### src/sv/cfm_pkg.sv
// Shared types, constants and color tables of the cell false color mapper.
package cfm_pkg;

    localparam int CFG_ADDR_W = 2;
    localparam int CFG_DATA_W = 16;

    localparam logic [CFG_ADDR_W-1:0] CFG_RENDER_MODE = 2'd0;
    localparam logic [CFG_ADDR_W-1:0] CFG_SEA_LEVEL   = 2'd1;

    localparam logic [2:0] MODE_RANDOM = 3'd0;
    localparam logic [2:0] MODE_HEIGHT = 3'd1;
    localparam logic [2:0] MODE_COAST  = 3'd2;
    localparam logic [2:0] MODE_TEMP   = 3'd3;
    localparam logic [2:0] MODE_PRECIP = 3'd4;

    localparam logic [2:0]  RESET_RENDER_MODE = 3'd5;
    localparam logic [15:0] RESET_SEA_LEVEL   = 16'd26214;

    localparam logic [15:0] SEA_FLOOR   = 16'd655;
    localparam logic [17:0] TEMP_OFFSET = 18'd7680;
    localparam logic [15:0] TEMP_SPAN   = 16'd16640;
    localparam logic [15:0] PRECIP_MAX  = 16'd15000;
    localparam logic [23:0] HASH_MULT   = 24'h3779B1;
    localparam logic [16:0] ONE_Q16     = 17'h10000;
    localparam logic [3:0]  BIOME_RIVER = 4'd14;

    localparam int DIV_BITS_PER_STAGE = 4;
    localparam int DIV_STAGES         = 16 / DIV_BITS_PER_STAGE;

    typedef struct packed {
        logic [7:0] red;
        logic [7:0] green;
        logic [7:0] blue;
    } rgb_t;

    typedef enum logic [1:0] {
        PAIR_WATER  = 2'd0,
        PAIR_LAND   = 2'd1,
        PAIR_TEMP   = 2'd2,
        PAIR_PRECIP = 2'd3
    } pair_t;

    typedef struct packed {
        logic        ramp;
        rgb_t        rgb;
        pair_t       pair;
        logic        use_div;
        logic [16:0] t_dir;
    } side_t;

    typedef struct packed {
        logic [15:0] rem;
        logic [15:0] den;
        logic [15:0] quo;
    } div_t;

    typedef struct packed {
        side_t side;
        div_t  div;
    } item_t;

    localparam rgb_t COLOR_WATER = '{red: 8'd45, green: 8'd85, blue: 8'd150};
    localparam rgb_t COLOR_COAST = '{red: 8'd210, green: 8'd195, blue: 8'd140};

    function automatic rgb_t ramp_lo(input pair_t pair);
        rgb_t c;
        case (pair)
            PAIR_WATER:  c = '{red: 8'd10, green: 8'd20, blue: 8'd60};
            PAIR_LAND:   c = '{red: 8'd110, green: 8'd150, blue: 8'd80};
            PAIR_TEMP:   c = '{red: 8'd40, green: 8'd60, blue: 8'd200};
            default:     c = '{red: 8'd200, green: 8'd180, blue: 8'd120};
        endcase
        return c;
    endfunction

    function automatic rgb_t ramp_hi(input pair_t pair);
        rgb_t c;
        case (pair)
            PAIR_WATER:  c = '{red: 8'd60, green: 8'd110, blue: 8'd170};
            PAIR_LAND:   c = '{red: 8'd120, green: 8'd95, blue: 8'd70};
            PAIR_TEMP:   c = '{red: 8'd220, green: 8'd60, blue: 8'd40};
            default:     c = '{red: 8'd30, green: 8'd90, blue: 8'd50};
        endcase
        return c;
    endfunction

    function automatic rgb_t biome_color(input logic [3:0] code);
        rgb_t c;
        case (code)
            4'd0:    c = '{red: 8'd38, green: 8'd78, blue: 8'd140};
            4'd1:    c = '{red: 8'd235, green: 8'd245, blue: 8'd250};
            4'd2:    c = '{red: 8'd200, green: 8'd205, blue: 8'd210};
            4'd3:    c = '{red: 8'd150, green: 8'd165, blue: 8'd150};
            4'd4:    c = '{red: 8'd190, green: 8'd180, blue: 8'd150};
            4'd5:    c = '{red: 8'd190, green: 8'd185, blue: 8'd110};
            4'd6:    c = '{red: 8'd150, green: 8'd180, blue: 8'd90};
            4'd7:    c = '{red: 8'd70, green: 8'd130, blue: 8'd70};
            4'd8:    c = '{red: 8'd40, green: 8'd100, blue: 8'd60};
            4'd9:    c = '{red: 8'd220, green: 8'd200, blue: 8'd130};
            4'd10:   c = '{red: 8'd190, green: 8'd185, blue: 8'd90};
            4'd11:   c = '{red: 8'd90, green: 8'd150, blue: 8'd60};
            4'd12:   c = '{red: 8'd30, green: 8'd110, blue: 8'd40};
            4'd13:   c = '{red: 8'd235, green: 8'd215, blue: 8'd140};
            4'd14:   c = '{red: 8'd60, green: 8'd120, blue: 8'd200};
            default: c = '{red: 8'd255, green: 8'd0, blue: 8'd255};
        endcase
        return c;
    endfunction

endpackage

### src/sv/cfm_prep.sv
// First pipeline stage: mode decode, fixed colors, hash, and ramp fraction setup.
module cfm_prep (
    input  logic                 clk,
    input  logic                 rst_n,
    input  logic [2:0]           render_mode,
    input  logic [15:0]          sea_level,
    input  logic                 in_valid,
    output logic                 in_ready,
    input  logic [23:0]          cell_index,
    input  logic [15:0]          height,
    input  logic signed [15:0]   temperature,
    input  logic [15:0]          precipitation,
    input  logic                 is_water,
    input  logic                 is_coast,
    input  logic                 is_river,
    input  logic [3:0]           biome_code,
    output logic                 out_valid,
    input  logic                 out_ready,
    output cfm_pkg::item_t       out_item
);

    logic            valid_reg;
    cfm_pkg::item_t  item_reg;
    cfm_pkg::item_t  item_next;
    logic [23:0]     hash;
    logic [24:0]     grey_sum;
    logic [15:0]     sea_eff;
    logic signed [17:0] temp_n;
    logic [15:0]     temp_num;
    logic [15:0]     precip_num;
    logic [15:0]     num;
    logic [15:0]     den;
    logic            advance;

    assign advance   = !valid_reg || out_ready;
    assign in_ready  = advance;
    assign out_valid = valid_reg;
    assign out_item  = item_reg;

    assign hash     = 24'(cell_index * cfm_pkg::HASH_MULT);
    assign grey_sum = {1'b0, height, 8'd0} - {9'd0, height} + 25'd32768;
    assign sea_eff  = (sea_level < cfm_pkg::SEA_FLOOR) ? cfm_pkg::SEA_FLOOR : sea_level;
    assign temp_n   = 18'(signed'(temperature)) + signed'(cfm_pkg::TEMP_OFFSET);

    always_comb
    begin
        if (temp_n < 18'sd0)
        begin
            temp_num = 16'd0;
        end
        else if (temp_n > signed'({2'b00, cfm_pkg::TEMP_SPAN}))
        begin
            temp_num = cfm_pkg::TEMP_SPAN;
        end
        else
        begin
            temp_num = temp_n[15:0];
        end
        precip_num = (precipitation > cfm_pkg::PRECIP_MAX) ? cfm_pkg::PRECIP_MAX
                                                           : precipitation;
    end

    always_comb
    begin
        item_next            = '0;
        num                  = height;
        den                  = sea_eff;
        item_next.side.pair  = cfm_pkg::PAIR_WATER;
        unique case (render_mode)
            cfm_pkg::MODE_RANDOM:
            begin
                item_next.side.rgb.red   = hash[7:0];
                item_next.side.rgb.green = hash[15:8];
                item_next.side.rgb.blue  = hash[23:16];
            end
            cfm_pkg::MODE_HEIGHT:
            begin
                if (is_water)
                begin
                    item_next.side.ramp = 1'b1;
                    item_next.side.pair = cfm_pkg::PAIR_WATER;
                end
                else
                begin
                    item_next.side.rgb.red   = grey_sum[23:16];
                    item_next.side.rgb.green = grey_sum[23:16];
                    item_next.side.rgb.blue  = grey_sum[23:16];
                end
            end
            cfm_pkg::MODE_COAST:
            begin
                if (is_water)
                begin
                    item_next.side.rgb = cfm_pkg::COLOR_WATER;
                end
                else if (is_coast)
                begin
                    item_next.side.rgb = cfm_pkg::COLOR_COAST;
                end
                else
                begin
                    item_next.side.ramp = 1'b1;
                    item_next.side.pair = cfm_pkg::PAIR_LAND;
                end
            end
            cfm_pkg::MODE_TEMP:
            begin
                item_next.side.ramp = 1'b1;
                item_next.side.pair = cfm_pkg::PAIR_TEMP;
                num                 = temp_num;
                den                 = cfm_pkg::TEMP_SPAN;
            end
            cfm_pkg::MODE_PRECIP:
            begin
                if (is_water)
                begin
                    item_next.side.rgb = cfm_pkg::COLOR_WATER;
                end
                else
                begin
                    item_next.side.ramp = 1'b1;
                    item_next.side.pair = cfm_pkg::PAIR_PRECIP;
                    num                 = precip_num;
                    den                 = cfm_pkg::PRECIP_MAX;
                end
            end
            default:
            begin
                item_next.side.rgb = cfm_pkg::biome_color(is_river ? cfm_pkg::BIOME_RIVER
                                                                   : biome_code);
            end
        endcase

        if (render_mode == cfm_pkg::MODE_COAST)
        begin
            item_next.side.use_div = 1'b0;
            item_next.side.t_dir   = {1'b0, height};
        end
        else if (num >= den)
        begin
            item_next.side.use_div = 1'b0;
            item_next.side.t_dir   = cfm_pkg::ONE_Q16;
        end
        else
        begin
            item_next.side.use_div = 1'b1;
            item_next.side.t_dir   = '0;
        end
        item_next.div.rem = num;
        item_next.div.den = den;
        item_next.div.quo = '0;
    end

    always_ff @(posedge clk or negedge rst_n)
    begin
        if (!rst_n)
        begin
            valid_reg <= 1'b0;
        end
        else if (advance)
        begin
            valid_reg <= in_valid;
        end
    end

    always_ff @(posedge clk)
    begin
        if (advance && in_valid)
        begin
            item_reg <= item_next;
        end
    end

endmodule

### src/sv/cfm_div_stage.sv
// One divider stage: four restoring quotient bits of the ramp fraction per cycle when not stalled.
module cfm_div_stage (
    input  logic            clk,
    input  logic            rst_n,
    input  logic            in_valid,
    output logic            in_ready,
    input  cfm_pkg::item_t  in_item,
    output logic            out_valid,
    input  logic            out_ready,
    output cfm_pkg::item_t  out_item
);

    logic            valid_reg;
    cfm_pkg::item_t  item_reg;
    cfm_pkg::item_t  item_next;
    logic            advance;

    assign advance   = !valid_reg || out_ready;
    assign in_ready  = advance;
    assign out_valid = valid_reg;
    assign out_item  = item_reg;

    always_comb
    begin
        logic [16:0] shifted;
        logic [15:0] rem;
        logic [15:0] quo;
        rem = in_item.div.rem;
        quo = in_item.div.quo;
        for (int k = 0; k < cfm_pkg::DIV_BITS_PER_STAGE; k++)
        begin
            shifted = {rem, 1'b0};
            if (shifted >= {1'b0, in_item.div.den})
            begin
                rem = 16'(shifted - {1'b0, in_item.div.den});
                quo = {quo[14:0], 1'b1};
            end
            else
            begin
                rem = shifted[15:0];
                quo = {quo[14:0], 1'b0};
            end
        end
        item_next         = in_item;
        item_next.div.rem = rem;
        item_next.div.quo = quo;
    end

    always_ff @(posedge clk or negedge rst_n)
    begin
        if (!rst_n)
        begin
            valid_reg <= 1'b0;
        end
        else if (advance)
        begin
            valid_reg <= in_valid;
        end
    end

    always_ff @(posedge clk)
    begin
        if (advance && in_valid)
        begin
            item_reg <= item_next;
        end
    end

endmodule

### src/sv/cfm_lerp.sv
// Last two stages: ramp products per channel, then the rounded blend and output register.
module cfm_lerp (
    input  logic                 clk,
    input  logic                 rst_n,
    input  logic                 in_valid,
    output logic                 in_ready,
    input  cfm_pkg::item_t       in_item,
    output logic                 out_valid,
    input  logic                 out_ready,
    output cfm_pkg::rgb_t        out_rgb
);

    logic                mul_valid_reg;
    logic                mul_ramp_reg;
    cfm_pkg::rgb_t       mul_rgb_reg;
    cfm_pkg::rgb_t       mul_lo_reg;
    logic signed [26:0]  prod_r_reg;
    logic signed [26:0]  prod_g_reg;
    logic signed [26:0]  prod_b_reg;
    logic                out_valid_reg;
    cfm_pkg::rgb_t       out_rgb_reg;
    cfm_pkg::rgb_t       out_rgb_next;
    logic [16:0]         t;
    cfm_pkg::rgb_t       lo;
    cfm_pkg::rgb_t       hi;
    logic                out_advance;
    logic                mul_advance;

    assign out_advance = !out_valid_reg || out_ready;
    assign mul_advance = !mul_valid_reg || out_advance;
    assign in_ready    = mul_advance;
    assign out_valid   = out_valid_reg;
    assign out_rgb     = out_rgb_reg;

    assign t  = in_item.side.use_div ? {1'b0, in_item.div.quo} : in_item.side.t_dir;
    assign lo = cfm_pkg::ramp_lo(in_item.side.pair);
    assign hi = cfm_pkg::ramp_hi(in_item.side.pair);

    function automatic logic signed [26:0] mul_ch(input logic [7:0] a, input logic [7:0] b,
                                                  input logic [16:0] frac);
        logic signed [8:0] d;
        d = signed'({1'b0, b}) - signed'({1'b0, a});
        return 27'(d * signed'({1'b0, frac}));
    endfunction

    function automatic logic [7:0] blend_ch(input logic [7:0] a,
                                            input logic signed [26:0] prod);
        logic signed [26:0] s;
        s = signed'({3'b000, a, 16'd0}) + prod + 27'sd32768;
        return s[23:16];
    endfunction

    always_comb
    begin
        if (mul_ramp_reg)
        begin
            out_rgb_next.red   = blend_ch(mul_lo_reg.red, prod_r_reg);
            out_rgb_next.green = blend_ch(mul_lo_reg.green, prod_g_reg);
            out_rgb_next.blue  = blend_ch(mul_lo_reg.blue, prod_b_reg);
        end
        else
        begin
            out_rgb_next = mul_rgb_reg;
        end
    end

    always_ff @(posedge clk or negedge rst_n)
    begin
        if (!rst_n)
        begin
            mul_valid_reg <= 1'b0;
            out_valid_reg <= 1'b0;
        end
        else
        begin
            if (mul_advance)
            begin
                mul_valid_reg <= in_valid;
            end
            if (out_advance)
            begin
                out_valid_reg <= mul_valid_reg;
            end
        end
    end

    always_ff @(posedge clk)
    begin
        if (mul_advance && in_valid)
        begin
            mul_ramp_reg <= in_item.side.ramp;
            mul_rgb_reg  <= in_item.side.rgb;
            mul_lo_reg   <= lo;
            prod_r_reg   <= mul_ch(lo.red, hi.red, t);
            prod_g_reg   <= mul_ch(lo.green, hi.green, t);
            prod_b_reg   <= mul_ch(lo.blue, hi.blue, t);
        end
        if (out_advance && mul_valid_reg)
        begin
            out_rgb_reg <= out_rgb_next;
        end
    end

endmodule

### src/sv/cell_false_color_mapper.sv
// Top level of the cell false color mapper: configuration registers and pipeline.
//
// Each input item carries one map cell and yields one RGB item under the selected render
// mode. The block accepts one item per clock unless the output stalls. In the pipeline,
// one stage decodes the mode and sets up the ramp fraction, four stages each produce
// four quotient bits of the ramp fraction (height over sea level, or the clamped
// temperature or precipitation over its span), one stage forms the per-channel ramp
// products, and the output register adds and rounds. Stalls from the output side back
// up stage by stage, so bubbles still fill while a result waits. Write the configuration
// registers only while no item is in flight.
module cell_false_color_mapper (
    input  logic                          clk,
    input  logic                          rst_n,
    input  logic                          cfg_we,
    input  logic [cfm_pkg::CFG_ADDR_W-1:0] cfg_addr,
    input  logic [cfm_pkg::CFG_DATA_W-1:0] cfg_data,
    input  logic                          s_axis_tvalid,
    output logic                          s_axis_tready,
    // cell_index[23:0], height[39:24], temperature[55:40], precipitation[71:56],
    // biome_code[75:72], zeros[79:76].
    input  logic [79:0]                   s_axis_tdata,
    // is_water[0], is_coast[1], is_river[2].
    input  logic [2:0]                    s_axis_tuser,
    output logic                          m_axis_tvalid,
    input  logic                          m_axis_tready,
    // red[7:0], green[15:8], blue[23:16].
    output logic [23:0]                   m_axis_tdata
);

    logic [2:0]                      render_mode_reg;
    logic [15:0]                     sea_level_reg;
    logic [cfm_pkg::DIV_STAGES:0]    stg_valid;
    logic [cfm_pkg::DIV_STAGES:0]    stg_ready;
    cfm_pkg::item_t                  stg_item [cfm_pkg::DIV_STAGES+1];
    cfm_pkg::rgb_t                   rgb;

    always_ff @(posedge clk or negedge rst_n)
    begin
        if (!rst_n)
        begin
            render_mode_reg <= cfm_pkg::RESET_RENDER_MODE;
            sea_level_reg   <= cfm_pkg::RESET_SEA_LEVEL;
        end
        else if (cfg_we)
        begin
            unique case (cfg_addr)
                cfm_pkg::CFG_RENDER_MODE: render_mode_reg <= cfg_data[2:0];
                cfm_pkg::CFG_SEA_LEVEL:   sea_level_reg   <= cfg_data;
                default:                  ;
            endcase
        end
    end

    cfm_prep u_prep (
        .clk           (clk),
        .rst_n         (rst_n),
        .render_mode   (render_mode_reg),
        .sea_level     (sea_level_reg),
        .in_valid      (s_axis_tvalid),
        .in_ready      (s_axis_tready),
        .cell_index    (s_axis_tdata[23:0]),
        .height        (s_axis_tdata[39:24]),
        .temperature   (signed'(s_axis_tdata[55:40])),
        .precipitation (s_axis_tdata[71:56]),
        .is_water      (s_axis_tuser[0]),
        .is_coast      (s_axis_tuser[1]),
        .is_river      (s_axis_tuser[2]),
        .biome_code    (s_axis_tdata[75:72]),
        .out_valid     (stg_valid[0]),
        .out_ready     (stg_ready[0]),
        .out_item      (stg_item[0])
    );

    for (genvar i = 0; i < cfm_pkg::DIV_STAGES; i++)
    begin : g_div
        cfm_div_stage u_div (
            .clk       (clk),
            .rst_n     (rst_n),
            .in_valid  (stg_valid[i]),
            .in_ready  (stg_ready[i]),
            .in_item   (stg_item[i]),
            .out_valid (stg_valid[i+1]),
            .out_ready (stg_ready[i+1]),
            .out_item  (stg_item[i+1])
        );
    end

    cfm_lerp u_lerp (
        .clk       (clk),
        .rst_n     (rst_n),
        .in_valid  (stg_valid[cfm_pkg::DIV_STAGES]),
        .in_ready  (stg_ready[cfm_pkg::DIV_STAGES]),
        .in_item   (stg_item[cfm_pkg::DIV_STAGES]),
        .out_valid (m_axis_tvalid),
        .out_ready (m_axis_tready),
        .out_rgb   (rgb)
    );

    assign m_axis_tdata = {rgb.blue, rgb.green, rgb.red};

endmodule
### config.mk
export PLATFORM = sky130hd
export DESIGN_NAME = cell_false_color_mapper
export DESIGN_NICKNAME = d
export VERILOG_FILES = /design/src/sv/cfm_pkg.sv /design/src/sv/cfm_prep.sv /design/src/sv/cfm_div_stage.sv /design/src/sv/cfm_lerp.sv /design/src/sv/cell_false_color_mapper.sv
export SDC_FILE = /design/constraint.sdc
export NUM_CORES = 2
export LEC_CHECK = 0
export BUFFER_PORTS_ARGS = -buffer_cell sky130_fd_sc_hd__buf_2
export CAP_MARGIN = 0
export CORE_UTILIZATION = 45
export DETAILED_ROUTE_END_ITERATION = 16
export HOLD_SLACK_MARGIN = 0.02
export SLEW_MARGIN = 20
export SYNTH_ARGS = -nofsm -noshare
export SYNTH_HDL_FRONTEND = slang
export SYNTH_SLANG_ARGS = --single-unit
### constraint.sdc
create_clock -name clk -period 27 [get_ports clk]
set_clock_uncertainty 0.05 [all_clocks]
set_input_delay 2.7 -clock clk [delete_from_list [all_inputs] [get_ports clk]]
set_output_delay 2.7 -clock clk [all_outputs]
set_load 0.1 [all_outputs]
==> flow_summary.yaml <==
placed_design:
  place.gp.congestion: 0.9029
  place_hpwl_um: 95040
  io_buffers: 127
sta:
  setup-tns-final_ps: 0
  fmax_ghz: 0.08014
  worst_pin_slew_ps: 1096
  slew_headroom_pct: 26.94
  hold_violations: 0
  setup_viol: 0
  min_period_ps: 12480
  fin_crit_sh_pct: 46.22
  grt_setup_unrepaired: "false"
  finalMaxSlewViolations: 0
floorplanning:
  pin_count: 132
  die_w_um: 333.8
  rows: 121
  start_util_pct: 45.44
  dieArea_um2: 111400
  die_h_um: 333.8
  core_area_um2: 109000
synth:
  synth_cell_type_count: 97
  synth_top_area_share_pct: 29.16
  synth_top_family_by_area: "adder cells"
  ys_top_cells_by_area: "edfxtp_1, fa_1, ha_1"
  syn_area_um2: 49530
  ys_seq_elements: 507
  ys_warn_count: 0
  synth_top_flop_cell: "edfxtp_1"
  synth-adder-area-share_pct: 30.34
  synth_top_cell_by_area: "edfxtp_1"
  synth_edf_count: 481
  synth_compound_area_share_pct: 11.91
  synth-simple-area-share_pct: 10.71
  yosys-mux-area-fraction_pct: 4.600
  netlist_instances: 4892
  synth-async-reset-ratio_pct: 5.128
  yosysMostFrequentCell: "inv_1"
  synth_seq_area_share_pct: 30.50
  synth_common_cells: "inv_1, ha_1, edfxtp_1, fa_1, nor2_1"
  avgSynthCellArea_um2: 10.12
  synth_nets: 5967
  yosys.area_share.xor_xnor_pct: 5.269
run_status:
  outcome: "finished clean"
clock_network:
  cts_made_buffers: 53
  clock_sinks: 507
  cts.repair.resized: 0
  hold_buffers: 0
  ctsRootBufferMaster: "clkbuf_16"
  clkTransAtPathRegs_ps: 60
  clkLatencyLatePin_ps: 620
  post_cts_buffers: 0
  cts_max_level: 2
  cts_tree: "built"
  cts_buffer_depth: 3
setup_path:
  cpMaxStageDelayCell: "edfxtp_1"
  crit_arrival_ps: 12780
  crit_required_ps: 27300
  cp_max_fo: 16
  start_kind: "flop"
  critical_path_class: "reg2reg"
  crit_path_end_kind: "flop"
  max_stage_delay_ps: 560
route:
  num_vias: 35250
  drc: 0
  avgViaCountPerCell: 5.452
  wl_per_cell_um: 18.50
  wl_um: 119600
  firstDrtPassIters: 6
  drt_first_iter_violations: 2119
  antenna_left: 0
finish:
  area_growth_pct: 8.331
  drive_above_1_share_pct: 10.14
  largest_register_ff_count: 316
  nets: 6080
global_routing:
  grt_pass1_vias: 34920
  track_usage_pct: 21.50
  grt_overflow: 0
  grt_pass1_wl_um: 189900
  grt_max_degree: 82
  grt_antenna_before_repair: 7
flow_run:
  cap_violations: 0
min_path:
  hold_path.class: "reg2reg"
cell usage in the layout, fill, tap and decap left out, drive strengths merged, types with 77 or more instances in the layout:
cell / instances
mux2: 178
inv: 759
o21ai: 201
edfxtp: 481
nand2: 349
ha: 582
buf: 170
a21oi: 267
nor2: 354
xnor2: 202
nor3: 77
xor2: 96
a21o: 105
fa: 387
through the flow:
| step | utilization (%) | hold slack [ps] | area (um^2) | std cells | setup WS (ps) |
|---|---|---|---|---|---|
| global placement | 47.57 | 351.4 | 51850 | 6364 | 14770 |
| finish | 49.23 | 353.9 | 53660 | 6465 | 14520 |
| detailed placement | 47.57 | 354.5 | 51850 | 6364 | 14610 |
| CTS | 49.22 | 358.9 | 53650 | 6464 | 14570 |
| global route | 49.22 | 360.3 | 53660 | 6464 | 13840 |
| floorplan | - | 350.3 | 49530 | 4892 | 16750 |
cell type report:
| cell class | count | area (um^2) |
|---|---|---|
| fill | 10130 | 55350 |
| sequential | 507 | 15110 |
| multi-input combinational | 3517 | 31180 |
| tap | 1414 | 1769 |
| antenna | 1 | 2.502 |
| clock buffer | 53 | 1326 |
| timing repair buffer | 170 | 958.4 |
| clock inverter | 47 | 476.7 |
| inverter | 756 | 2838 |
worst paths after layout:
check | cells after the start | startpoint | slack (ps) | endpoint
worst max-delay path | 39 | g_div[1].u_div.out_item[17] | 14520 | g_div[2].u_div.out_item[43]
worst min-delay path | 0 | g_div[2].u_div.out_item[59] | 350 | g_div[3].u_div.out_item[59]
worst max register to register | 39 | g_div[1].u_div.out_item[17] | 14520 | g_div[2].u_div.out_item[43]
worst min register to register | 0 | g_div[2].u_div.out_item[59] | 350 | g_div[3].u_div.out_item[59]
max in group asynchronous | 1 | rst_n | 24460 | sea_level_reg[12]
min in group asynchronous | 1 | rst_n | 2040 | sea_level_reg[4]
kinds of logic (layout without fill, tap and decap cells):
kind of cell	Yosys count	count (layout)
mux	199	199
flops	507	507
buf+inv	868	1026
other cells	1	2
simple gates	1147	1147
fa+ha+maj	969	969
xor+xnor	298	298
compound gates	903	903
critical path, delay by kind of cell, from the launching register on:
kind / cells / cell delay, ps
AOI/OAI and AO/OA: 20 / 5750
adders and majority gates: 4 / 1460
and+or+nand+nor: 8 / 1860
buffers and inverters: 3 / 830
DFF: 1 / 560
muxes: 4 / 1680
per-layer routing:
layer | GRT usage [%] | part of all wire, % | vias up
li1 | - | - | 17070
met1 | 29.62 | 46 | 17090
met2 | 35.74 | 47 | 892
met3 | 2.598 | 4.7 | 191
met4 | 5.778 | 2.6 | 10
met5 | 0 | 0.058 | -
Power is left out: the tool's default activity adds up to more than one toggle a clock period on the data nets, which glitch-free logic cannot reach.
